<file path="src/rtl/blr_pkg.sv">
package blr_pkg;

  localparam int COORD_W = 6;
  localparam int COLOR_W = 24;

  typedef struct packed {
    logic [COORD_W-1:0] start_x;
    logic [COORD_W-1:0] start_y;
    logic [COORD_W-1:0] end_x;
    logic [COORD_W-1:0] end_y;
  } line_cmd_t;

  typedef struct packed {
    logic [COORD_W-1:0] pixel_x;
    logic [COORD_W-1:0] pixel_y;
    logic [COLOR_W-1:0] pixel_color;
    logic               last_pixel;
  } pixel_t;

  typedef enum logic [1:0] {
    ST_IDLE = 2'b01,
    ST_DRAW = 2'b10
  } state_t;

  typedef struct packed {
    logic load;
    logic step;
  } ctl_cmd_t;

  typedef struct packed {
    logic last;
  } dp_status_t;

endpackage

</file>
<file path="src/rtl/blr_ctrl.sv">
module blr_ctrl (
  input  logic               clk,
  input  logic               rst_n,
  input  logic               start,
  input  blr_pkg::dp_status_t status,
  output blr_pkg::ctl_cmd_t   cmd,
  output logic               busy,
  output logic               out_strobe
);

  blr_pkg::state_t state_r, state_nxt;
  logic            strobe_r, strobe_nxt;

  always_comb begin
    state_nxt = state_r;
    cmd.load  = 1'b0;
    cmd.step  = 1'b0;
    unique case (state_r)
      blr_pkg::ST_IDLE: begin
        if (start) begin
          cmd.load  = 1'b1;
          state_nxt = blr_pkg::ST_DRAW;
        end
      end
      blr_pkg::ST_DRAW: begin
        cmd.step = 1'b1;
        if (status.last) begin
          state_nxt = blr_pkg::ST_IDLE;
        end
      end
      default: begin
        state_nxt = blr_pkg::ST_IDLE;
      end
    endcase
  end

  assign strobe_nxt = cmd.step;
  assign busy       = (state_r != blr_pkg::ST_IDLE);
  assign out_strobe = strobe_r;

  always_ff @(posedge clk) begin
    if (!rst_n) begin
      state_r  <= blr_pkg::ST_IDLE;
      strobe_r <= 1'b0;
    end else begin
      state_r  <= state_nxt;
      strobe_r <= strobe_nxt;
    end
  end

  a_busy_ends_on_last: assert property (@(posedge clk) disable iff (!rst_n)
    $fell(busy) && $past(rst_n) |-> $past(status.last))
    else $error("Drawing ended before the last pixel.");

  a_strobe_follows_step: assert property (@(posedge clk) disable iff (!rst_n)
    $past(rst_n) && $past(cmd.step) |-> strobe_r)
    else $error("A drawn pixel produced no strobe.");

endmodule

</file>
<file path="src/rtl/blr_datapath.sv">
module blr_datapath #(
  parameter int COORD_BITS = 6
) (
  input  logic                         clk,
  input  logic                         rst_n,
  input  blr_pkg::ctl_cmd_t            cmd,
  input  blr_pkg::line_cmd_t           line_cmd,
  input  logic [blr_pkg::COLOR_W-1:0]  color,
  output blr_pkg::dp_status_t          status,
  output blr_pkg::pixel_t              pixel
);

  localparam int W  = COORD_BITS;
  localparam int EW = COORD_BITS + 3;

  logic [W-1:0] ax, ay, bx, by;
  logic [W-1:0] adx, ady, major, minor;
  logic         steep, swap;
  logic [W-1:0] x0, y0, ex, ey;
  logic signed [EW-1:0] major_e, minor_e;

  logic [W-1:0]         x_r, x_nxt;
  logic [W-1:0]         y_r, y_nxt;
  logic [W-1:0]         cnt_r, cnt_nxt;
  logic signed [EW-1:0] err_r, err_nxt;
  logic signed [EW-1:0] inc_lt_r, inc_lt_nxt;
  logic signed [EW-1:0] inc_ge_r, inc_ge_nxt;
  logic                 steep_r, steep_nxt;
  logic                 neg_r, neg_nxt;
  blr_pkg::pixel_t      pixel_r, pixel_nxt;
  logic [W-1:0]         minor_step;

  assign ax = line_cmd.start_x[W-1:0];
  assign ay = line_cmd.start_y[W-1:0];
  assign bx = line_cmd.end_x[W-1:0];
  assign by = line_cmd.end_y[W-1:0];

  assign adx   = (bx > ax) ? bx - ax : ax - bx;
  assign ady   = (by > ay) ? by - ay : ay - by;
  assign steep = (adx == '0) || (ady > adx);
  assign swap  = steep ? (ay > by) : (ax > bx);
  assign x0    = swap ? bx : ax;
  assign y0    = swap ? by : ay;
  assign ex    = swap ? ax : bx;
  assign ey    = swap ? ay : by;
  assign major = steep ? ady : adx;
  assign minor = steep ? adx : ady;

  assign major_e = EW'(major);
  assign minor_e = EW'(minor);

  assign minor_step = neg_r ? {W{1'b1}} : W'(1);

  always_comb begin
    x_nxt      = x_r;
    y_nxt      = y_r;
    cnt_nxt    = cnt_r;
    err_nxt    = err_r;
    inc_lt_nxt = inc_lt_r;
    inc_ge_nxt = inc_ge_r;
    steep_nxt  = steep_r;
    neg_nxt    = neg_r;
    pixel_nxt  = pixel_r;
    if (cmd.load) begin
      x_nxt      = x0;
      y_nxt      = y0;
      cnt_nxt    = major;
      err_nxt    = (minor_e <<< 1) - major_e;
      inc_lt_nxt = minor_e <<< 1;
      inc_ge_nxt = (minor_e <<< 1) - (major_e <<< 1);
      steep_nxt  = steep;
      neg_nxt    = steep ? (ex < x0) : (ey < y0);
    end else if (cmd.step) begin
      pixel_nxt.pixel_x     = blr_pkg::COORD_W'(x_r);
      pixel_nxt.pixel_y     = blr_pkg::COORD_W'(y_r);
      pixel_nxt.pixel_color = color;
      pixel_nxt.last_pixel  = (cnt_r == '0);
      cnt_nxt = cnt_r - W'(1);
      if (steep_r) begin
        y_nxt = y_r + W'(1);
      end else begin
        x_nxt = x_r + W'(1);
      end
      if (err_r < 0) begin
        err_nxt = err_r + inc_lt_r;
      end else begin
        err_nxt = err_r + inc_ge_r;
        if (steep_r) begin
          x_nxt = x_r + minor_step;
        end else begin
          y_nxt = y_r + minor_step;
        end
      end
    end
  end

  always_ff @(posedge clk) begin
    x_r      <= x_nxt;
    y_r      <= y_nxt;
    cnt_r    <= cnt_nxt;
    err_r    <= err_nxt;
    inc_lt_r <= inc_lt_nxt;
    inc_ge_r <= inc_ge_nxt;
    steep_r  <= steep_nxt;
    neg_r    <= neg_nxt;
    pixel_r  <= pixel_nxt;
  end

  assign status.last = (cnt_r == '0);
  assign pixel       = pixel_r;

  a_count_down: assert property (@(posedge clk) disable iff (!rst_n)
    cmd.step && !status.last |=> cnt_r == $past(cnt_r) - W'(1))
    else $error("Pixel count did not advance by one.");

  a_major_axis_moves: assert property (@(posedge clk) disable iff (!rst_n)
    cmd.step && steep_r |=> y_r == $past(y_r) + W'(1))
    else $error("Steep line did not advance along y.");

endmodule

</file>
<file path="src/rtl/bresenham_line_raster.sv">
// The accepting edge loads the datapath; ST_DRAW then registers the first pixel.
// A line of N pixels (N = max(|dx|,|dy|)+1, at most 64) comes one pixel per cycle
// from the stepping datapath; a new command is accepted only while idle.
// Reset (rst_n low at a clock edge) abandons any line, clears the strobe and sets color to 0.
// The receiver cannot stall; every strobed pixel is a completed transaction.
module bresenham_line_raster #(
  parameter int COORD_BITS = 6
) (
  input  logic                         clk,
  input  logic                         rst_n,
  input  logic                         start,
  output logic                         busy,
  input  blr_pkg::line_cmd_t           in_cmd,
  output logic                         out_strobe,
  output blr_pkg::pixel_t              out_pixel,
  input  logic                         cfg_valid,
  output logic                         cfg_ready,
  input  logic [blr_pkg::COLOR_W-1:0]  cfg_data
);

  blr_pkg::ctl_cmd_t   cmd;
  blr_pkg::dp_status_t status;
  logic [blr_pkg::COLOR_W-1:0] color_r, color_nxt;

  assign cfg_ready = 1'b1;
  assign color_nxt = (cfg_valid && cfg_ready) ? cfg_data : color_r;

  always_ff @(posedge clk) begin
    if (!rst_n) begin
      color_r <= '0;
    end else begin
      color_r <= color_nxt;
    end
  end

  blr_ctrl u_ctrl (
    .clk        (clk),
    .rst_n      (rst_n),
    .start      (start),
    .status     (status),
    .cmd        (cmd),
    .busy       (busy),
    .out_strobe (out_strobe)
  );

  blr_datapath #(
    .COORD_BITS (COORD_BITS)
  ) u_datapath (
    .clk      (clk),
    .rst_n    (rst_n),
    .cmd      (cmd),
    .line_cmd (in_cmd),
    .color    (color_r),
    .status   (status),
    .pixel    (out_pixel)
  );

  a_gap_after_last: assert property (@(posedge clk) disable iff (!rst_n)
    out_strobe && out_pixel.last_pixel |=> !out_strobe)
    else $error("Pixel strobed right after the last pixel of a line.");

  a_no_accept_while_drawing: assert property (@(posedge clk) disable iff (!rst_n)
    out_strobe && !out_pixel.last_pixel |-> busy)
    else $error("Block idle in the middle of a line.");

endmodule
</file>
<file path="config.mk">
export PLATFORM = sky130hd
export DESIGN_NAME = bresenham_line_raster
export DESIGN_NICKNAME = d
export VERILOG_FILES = /design/src/rtl/blr_pkg.sv /design/src/rtl/blr_ctrl.sv /design/src/rtl/blr_datapath.sv /design/src/rtl/bresenham_line_raster.sv
export SDC_FILE = /design/constraint.sdc
export NUM_CORES = 1
export LEC_CHECK = 0
export BUFFER_PORTS_ARGS = -buffer_cell sky130_fd_sc_hd__buf_2
export CORE_AREA = 3 3 113 115
export CTS_CLUSTER_DIAMETER = 30
export CTS_CLUSTER_SIZE = 40
export DETAILED_ROUTE_END_ITERATION = 12
export DIE_AREA = 0 0 116 118
export GPL_ROUTABILITY_DRIVEN = 0
export GPL_TIMING_DRIVEN = 0
export HOLD_SLACK_MARGIN = 0.06
export PLACE_DENSITY = 0.89
export SLEW_MARGIN = 20
export SYNTH_ARGS = -nofsm -noshare
export SYNTH_HDL_FRONTEND = slang
export SYNTH_SLANG_ARGS = --single-unit
</file>
<file path="constraint.sdc">
create_clock -name clk -period 6.1 [get_ports clk]
set_clock_uncertainty 0.2 [all_clocks]
set_input_delay 0.305 -clock clk [delete_from_list [all_inputs] [get_ports clk]]
set_output_delay 0.305 -clock clk [all_outputs]
set_load 0.005 [all_outputs]
</file>
==> out/metrics.cfg, run 1 <==
[layout]
multi_input_area_um2 = 3740
antennaDiodeCount = 0
drive_gt1_frac = 0.179
instances_no_fill = 972
synthToLayoutAreaGrowth_pct = 17.3
final_core_util = 0.686
fill_cells = 864
nNetsFinal = 938
regArea_um2 = 2880

[cts]
clockBufferDepth = 2
cts.clk_slew.worst_paths_ns = 0.07
cts_tree = yes
insertion_delay_ns = 0.34
cts_max_level = 3
cts.sinks = 105
cts_buffers = 9
clockRootBuffer = clkbuf_16

[sta]
drv_slew = 0
fin_ws_ns = 0.408
fmax_ghz = 0.176
rsz0062_at_grt = no
min_period_ns = 5.69
slew_headroom = 0.465
post-route-period-util = 0.933
tightest_slew_ns = 0.802
hold_viol = 0
whs_ns = 0.0656
setup-violations-final = 0

[power_and_ir_drop]
power_frac_comb = 0.523
power.internal_w = 0.00208
p_sw_w = 0.00135
p_total_w = 0.00342
ir_drop_v = 0.000221
p_seq_frac = 0.303
p_clk_frac = 0.175
p_per_area_nw_per_um2 = 419
switching_share = 0.393
leakagePower_nw = 3.60

[routing]
route.detailed.drc = 0
num_vias = 5641
drt-total-wl_mm = 16.5
dr.pass1.iters = 5
viasPerCell = 5.80
wl_per_cell_um = 17.0
ant_nets = 0
drtIter0Drc = 415

[yosys]
yosysWarnings = 0
synth_fp_nets = 817
synthCells = 699
synth-seq-cells = 105
synth-edff-count = 78
syn_area_per_cell_um2 = 9.96
syn_area_um2 = 6960
yosysSeqAreaShare = 0.414
synth-main-ff-cell = edfxtp_1
synthArstFlopShare = 0
synthDistinctLibCells = 67

[worst_setup_path]
reg2reg_to = u_datapath.err_r[8]
critPathCapture = u_datapath.err_r[8]
max_stage_delay_ns = 0.43
rr_startpoint = u_datapath.err_r[8]
path_max_fanout = 19
crit_arrival_ns = 5.71
endpoint_kind = flip-flop
reg2regPathDepth = 13
critPathRequiredTime_ns = 6.12
reg2reg_slack_ns = 2.40
startpoint = in_cmd[0]
crit_slowest_cell = a2111oi_4
critPathKind = in -> reg
startpoint_type = primary input

[grt]
grt_pass1_vias = 5608
grt_use_total = 0.242
antenna_found_initial = 0
grt_remaining_overflow = 0
grt_pass1_wl_mm = 26.5
grt_max_degree = 39

[placed_design]
dp.cells = 935
dp_hpwl_mm = 11.7
portBuffers = 89
place_ws_ns = -0.588

[worst_hold_path]
hold_class = in -> reg

[floorplan]
die-area_um2 = 13700
rows = 40
core_area_um2 = 11900
initial_core_util = 0.584
die_w_um = 116
num_io_pins = 92
die_h_um = 118

[status]
outcome = complete, no violations

[job]
maxCapViolCount = 0

==> what timing repair did <==
item | 4_1_cts | 5_1_grt
cloned | 0 | 0
hold buffers | 21 | 0
hold endpoints to repair | 21 | 0
endpoints found under the setup margin | 4 | 6
gates resized for setup | 0 | 6
pin swaps | 0 | 1
buffers inserted | 0 | 1
==> sequential cells by signal, summed over array words and instances (netlist names), 2 cells and up <==
name / flops
color_r: 24
u_ctrl.state_r: 2
u_datapath.cnt_r: 6
u_datapath.err_r: 8
u_datapath.inc_ge_r: 7
u_datapath.inc_lt_r: 6
u_datapath.pixel: 37
u_datapath.x_r: 6
u_datapath.y_r: 6
==> how the worst min path moves through the flow <==
| stage | startpoint | end | slack, ns | cells past startpoint |
|---|---|---|---|---|
| 3_5_place_dp | color_r[3] | u_datapath.pixel[4] | 0.21 | 0 |
| 3_3_place_gp | color_r[1] | u_datapath.pixel[2] | 0.21 | 0 |
| 2_1_floorplan | color_r[9] | u_datapath.pixel[10] | 0.21 | 0 |
| 4_1_cts | cfg_data[7] | color_r[7] | 0.08 | 3 |
| 5_1_grt | cfg_data[7] | color_r[7] | 0.1 | 3 |
| 6_report | cfg_data[7] | color_r[7] | 0.07 | 3 |
==> cells by family after synthesis <==
family	count (synthesis)	share of synthesized area
adders and majority gates	66	0.127
other	1	0.000539
and+or+nand+nor	177	0.123
AOI/OAI and AO/OA	173	0.162
buffers and inverters	93	0.0552
DFF	105	0.414
muxes	44	0.0658
xor gates and xnor gates	40	0.0514
==> through the flow <==
stage | setup TNS, ns | cell area [um^2]
global route | 0 | 8170
global placement | -1.87 | 7590
detailed placement | -2.44 | 7590
finish | 0 | 8170
floorplan | 0 | 6960
CTS | 0 | 8120
==> worst max-delay path, delay by kind of cell <==
kind	cells	cell delay (ns)
simple gates	2	0.35
compound gates	13	2.62
buf+inv	5	0.62
fa+ha+maj	4	1.28
xor+xnor	1	0.31
mux	1	0.21
==> cell usage in the layout, fill, tap and decap left out, types with 8 or more instances in the layout <==
cell type       n
buf_2          93
nand2_1        52
ha_1           58
a21o_1         14
inv_1          66
o211ai_1       15
xnor2_1        19
nor2b_1        29
clkbuf_1       15
dfxtp_1        27
nor2_1         47
o21ai_0        16
edfxtp_1       78
xor2_1         20
a21oi_1        55
o21ai_1        18
mux2i_1        35
fa_1            8
dlygate4sd3_1  21
clkbuf_16      12
==> layer usage <==
layer	track usage	share of wire	vias up
met5	0	0	-
met4	0.114	0.030	0
met3	0.0216	0.069	45
met2	0.414	0.49	271
met1	0.305	0.41	2612
li1	-	-	2713
==> Yosys cell counts (all sizes together) (2+ instances only) <==
library cell / n / share of area
a21boi: 3 / 0.0032
nand2: 53 / 0.029
a21o: 15 / 0.017
o21a: 5 / 0.0054
a211oi: 7 / 0.0075
xnor2: 19 / 0.024
o211ai: 16 / 0.018
nor3: 8 / 0.0065
a22oi: 3 / 0.0032
nand2b: 6 / 0.0054
a31oi: 6 / 0.0054
nor2: 47 / 0.025
clkbuf: 15 / 0.0081
a21oi: 58 / 0.043
o22ai: 3 / 0.0027
fa: 8 / 0.023
nand3: 8 / 0.0058
or2: 4 / 0.0036
and2: 4 / 0.0040
o221ai: 2 / 0.0025
mux2: 8 / 0.013
buf: 10 / 0.010
xor2: 21 / 0.027
edfxtp: 78 / 0.34
nand3b: 2 / 0.0022
ha: 58 / 0.10
inv: 68 / 0.037
o21bai: 5 / 0.0054
o311ai: 2 / 0.0025
nor2b: 29 / 0.026
nand4: 4 / 0.0036
nor3b: 2 / 0.0022
dfxtp: 27 / 0.078
o21ai: 36 / 0.027
mux2i: 36 / 0.052
and3: 7 / 0.0077
or3: 2 / 0.0018
==> power by group through the flow <==
stage / clock network, W / logic, W / registers [W]
3_3_place_gp: 0 / 0.00164 / 0.00104
3_5_place_dp: 0 / 0.00170 / 0.00105
6_report: 0.000598 / 0.00179 / 0.00104
5_1_grt: 0.000631 / 0.00198 / 0.00105
2_1_floorplan: 0 / 0.00135 / 0.00102
4_1_cts: 0.000602 / 0.00173 / 0.00103
==> layout make-up <==
class,count,area share
inverters,68,0.0312
clock buffers,14,0.0377
plain buffers,24,0.0155
repair buffers,111,0.0812
well taps,147,0.0225
multi-input cells,501,0.457
clock inverters,2,0.00168
flip-flops and latches,105,0.353
Note: power is estimated with default switching activity, not from simulation.
==> run 2, diff against run 1 <==
Settings changed: BUFFER_PORTS_ARGS -buffer_cell sky130_fd_sc_hd__buf_2 to not set, CORE_AREA 3 3 113 115 to 4 4 113 115, DIE_AREA 0 0 116 118 to 0 0 117 119, DONT_BUFFER_PORTS set to 1, PLACE_DENSITY 0.89 to 0.84, SLEW_MARGIN 20 to 40.
==> run 2 against run 1 <==
Effect of this change:
- sequential cell count is the same
- largest cell class unchanged
- die area grew 1.7%
- routed wire length shrank 2.9%
- critical path type unchanged
==> out/metrics.cfg, run 2 (synthesized netlist as in run 1, its figures left out) <==
[cts]
cts.clk_slew.worst_paths_ns = 0.07  ; about the same
cts.sinks = 105  ; unchanged
clockBufferDepth = 2  ; unchanged
cts_buffers = 9  ; unchanged
clockRootBuffer = clkbuf_16
cts_max_level = 3  ; unchanged
insertion_delay_ns = 0.34  ; about the same
cts_tree = yes

[placed_design]
dp_hpwl_mm = 11.7  ; +0.15%
dpl_cell_area_um2 = 7150  ; -5.8%
portBuffers = 0  ; -100%

[routing]
dr.pass1.iters = 5  ; unchanged
route.detailed.drc = 0  ; unchanged
drtIter0Drc = 392  ; -5.5%
ant_nets = 0  ; unchanged
viasPerCell = 5.96  ; +2.8%
wl_per_cell_um = 18.0  ; +5.6%
num_vias = 5326  ; -5.6%
drt-total-wl_mm = 16.0  ; -2.9%

[power_and_ir_drop]
ir_drop_v = 0.000245  ; +11%
p_total_w = 0.00333  ; -2.6%
leakagePower_nw = 3.27  ; -9.3%
p_per_area_nw_per_um2 = 430  ; +2.6%

[worst_setup_path]
worst-path-buf-inv = 4  ; -1
critical-path-top-delay-family = compound AO/OA/AOI/OAI gates
critPathRequiredTime_ns = 6.11  ; about the same
startpoint_type = primary input
crit_arrival_ns = 5.76  ; +0.05 ns
reg2reg_to = u_datapath.err_r[8]
endpoint_kind = flip-flop
max_stage_delay_ns = 0.42  ; about the same
reg2reg_slack_ns = 2.46  ; +0.06 ns
path_max_fanout = 19  ; unchanged
reg2regPathDepth = 13  ; unchanged
crit_slowest_cell = fa_1
rr_startpoint = u_datapath.err_r[8]
critPathKind = in -> reg

[floorplan]
core_area_um2 = 11800  ; -0.84%
die_w_um = 117  ; +0.86%
num_io_pins = 92  ; unchanged
die-area_um2 = 13900  ; +1.7%
initial_core_util = 0.589  ; +0.00495
die_h_um = 119  ; +0.85%
rows = 40  ; unchanged

[sta]
fmax_ghz = 0.174  ; -1.1%
slew_headroom = 0.498  ; +0.0339
setup-violations-final = 0  ; unchanged
hold_viol = 0  ; unchanged
drv_slew = 0  ; unchanged
post-route-period-util = 0.943  ; +0.00992
min_period_ns = 5.75  ; +0.0605 ns
tightest_slew_ns = 0.751  ; -0.0508 ns

[layout]
final_cell_mix = edfxtp_1 (78), inv_1 (66), ha_1 (58), a21oi_1 (56), nand2_1 (52)
nNetsFinal = 859  ; -8.4%
multi_input_area_um2 = 3730  ; -0.27%
fill_cells = 898  ; +3.9%
layout_commonest_cell = edfxtp_1
regArea_um2 = 2880  ; unchanged
antennaDiodeCount = 0  ; unchanged
final_core_util = 0.657  ; -0.0291
stdcell_area_um2 = 7760  ; -5.1%
drive_gt1_frac = 0.0737  ; -0.106
largest_reg_flops = 37  ; unchanged
synthToLayoutAreaGrowth_pct = 11.4

[grt]
antenna_found_initial = 0  ; unchanged
grt_max_degree = 39  ; unchanged
grt_use_total = 0.229  ; -0.0129
grt_pass1_wl_mm = 25.5  ; -3.9%
grt_pass1_vias = 5302  ; -5.5%
grt_remaining_overflow = 0  ; unchanged

[worst_hold_path]
hold_start = in_cmd[20]
hold_class = in -> reg
worst_hold_path.endpoint = u_datapath.x_r[2]
whs_path_depth = 2  ; -1

[status]
outcome = complete, no violations

[job]
maxCapViolCount = 0  ; unchanged

run 2: what timing repair did:
| item | in CTS | in global routing |
|---|---|---|
| gates resized for setup | 0 | 4 |
| buffers inserted | 0 | 0 |
| setup endpoints to repair | 2 | 4 |
| hold buffers | 32 | 0 |
| endpoints found under the hold margin | 33 | 0 |
run 2: worst max-delay path by stage:
stage          startpoint                  end  slack (ns)  cells after the start
4_1_cts         in_cmd[4]  u_datapath.err_r[8]        0.19                     23
2_1_floorplan   in_cmd[0]  u_datapath.err_r[7]        0.59                     27
5_1_grt         in_cmd[0]  u_datapath.err_r[8]       -0.07                     25
3_5_place_dp    in_cmd[4]  u_datapath.err_r[8]       -0.44                     24
6_report        in_cmd[0]  u_datapath.err_r[8]        0.35                     25
3_3_place_gp    in_cmd[2]  u_datapath.err_r[8]       -0.24                     24
run 2: final cells by class:
cell class              instances  share of cell area
clock inverters                 4             0.00323
multi-input cells             501               0.480
plain buffers                  24              0.0163
flip-flops and latches        105               0.372
inverters                      68              0.0329
well taps                     147              0.0237
repair buffers                 32              0.0413
clock buffers                  12              0.0305
run 2: where the power goes:
part | switching (W) | total [W] | internal [W]
registers | 0.0000733 | 0.00103 | 0.000960
clock network | 0.000242 | 0.000520 | 0.000278
logic | 0.00103 | 0.00178 | 0.000753
total | 0.00134 | 0.00333 | 0.00199
run 2: metal layers:
metal	vias to the layer above	wire, um	global-route usage
met3	42	1200	0.0427
met2	245	7840	0.394
met4	0	537	0.106
met5	-	0	0
li1	2554	-	-
met1	2485	6480	0.273
run 2: per-stage QoR:
stage / setup TNS (ns) / hold slack [ns] / setup slack, ns / instances
global placement: -0.690 / 0.209 / -0.238 / 846
detailed placement: -1.54 / 0.214 / -0.438 / 846
floorplan: 0 / 0.208 / 0.590 / 699
global route: -0.140 / 0.0878 / -0.0720 / 893
CTS: 0 / 0.0635 / 0.192 / 893
finish: 0 / 0.0639 / 0.348 / 893
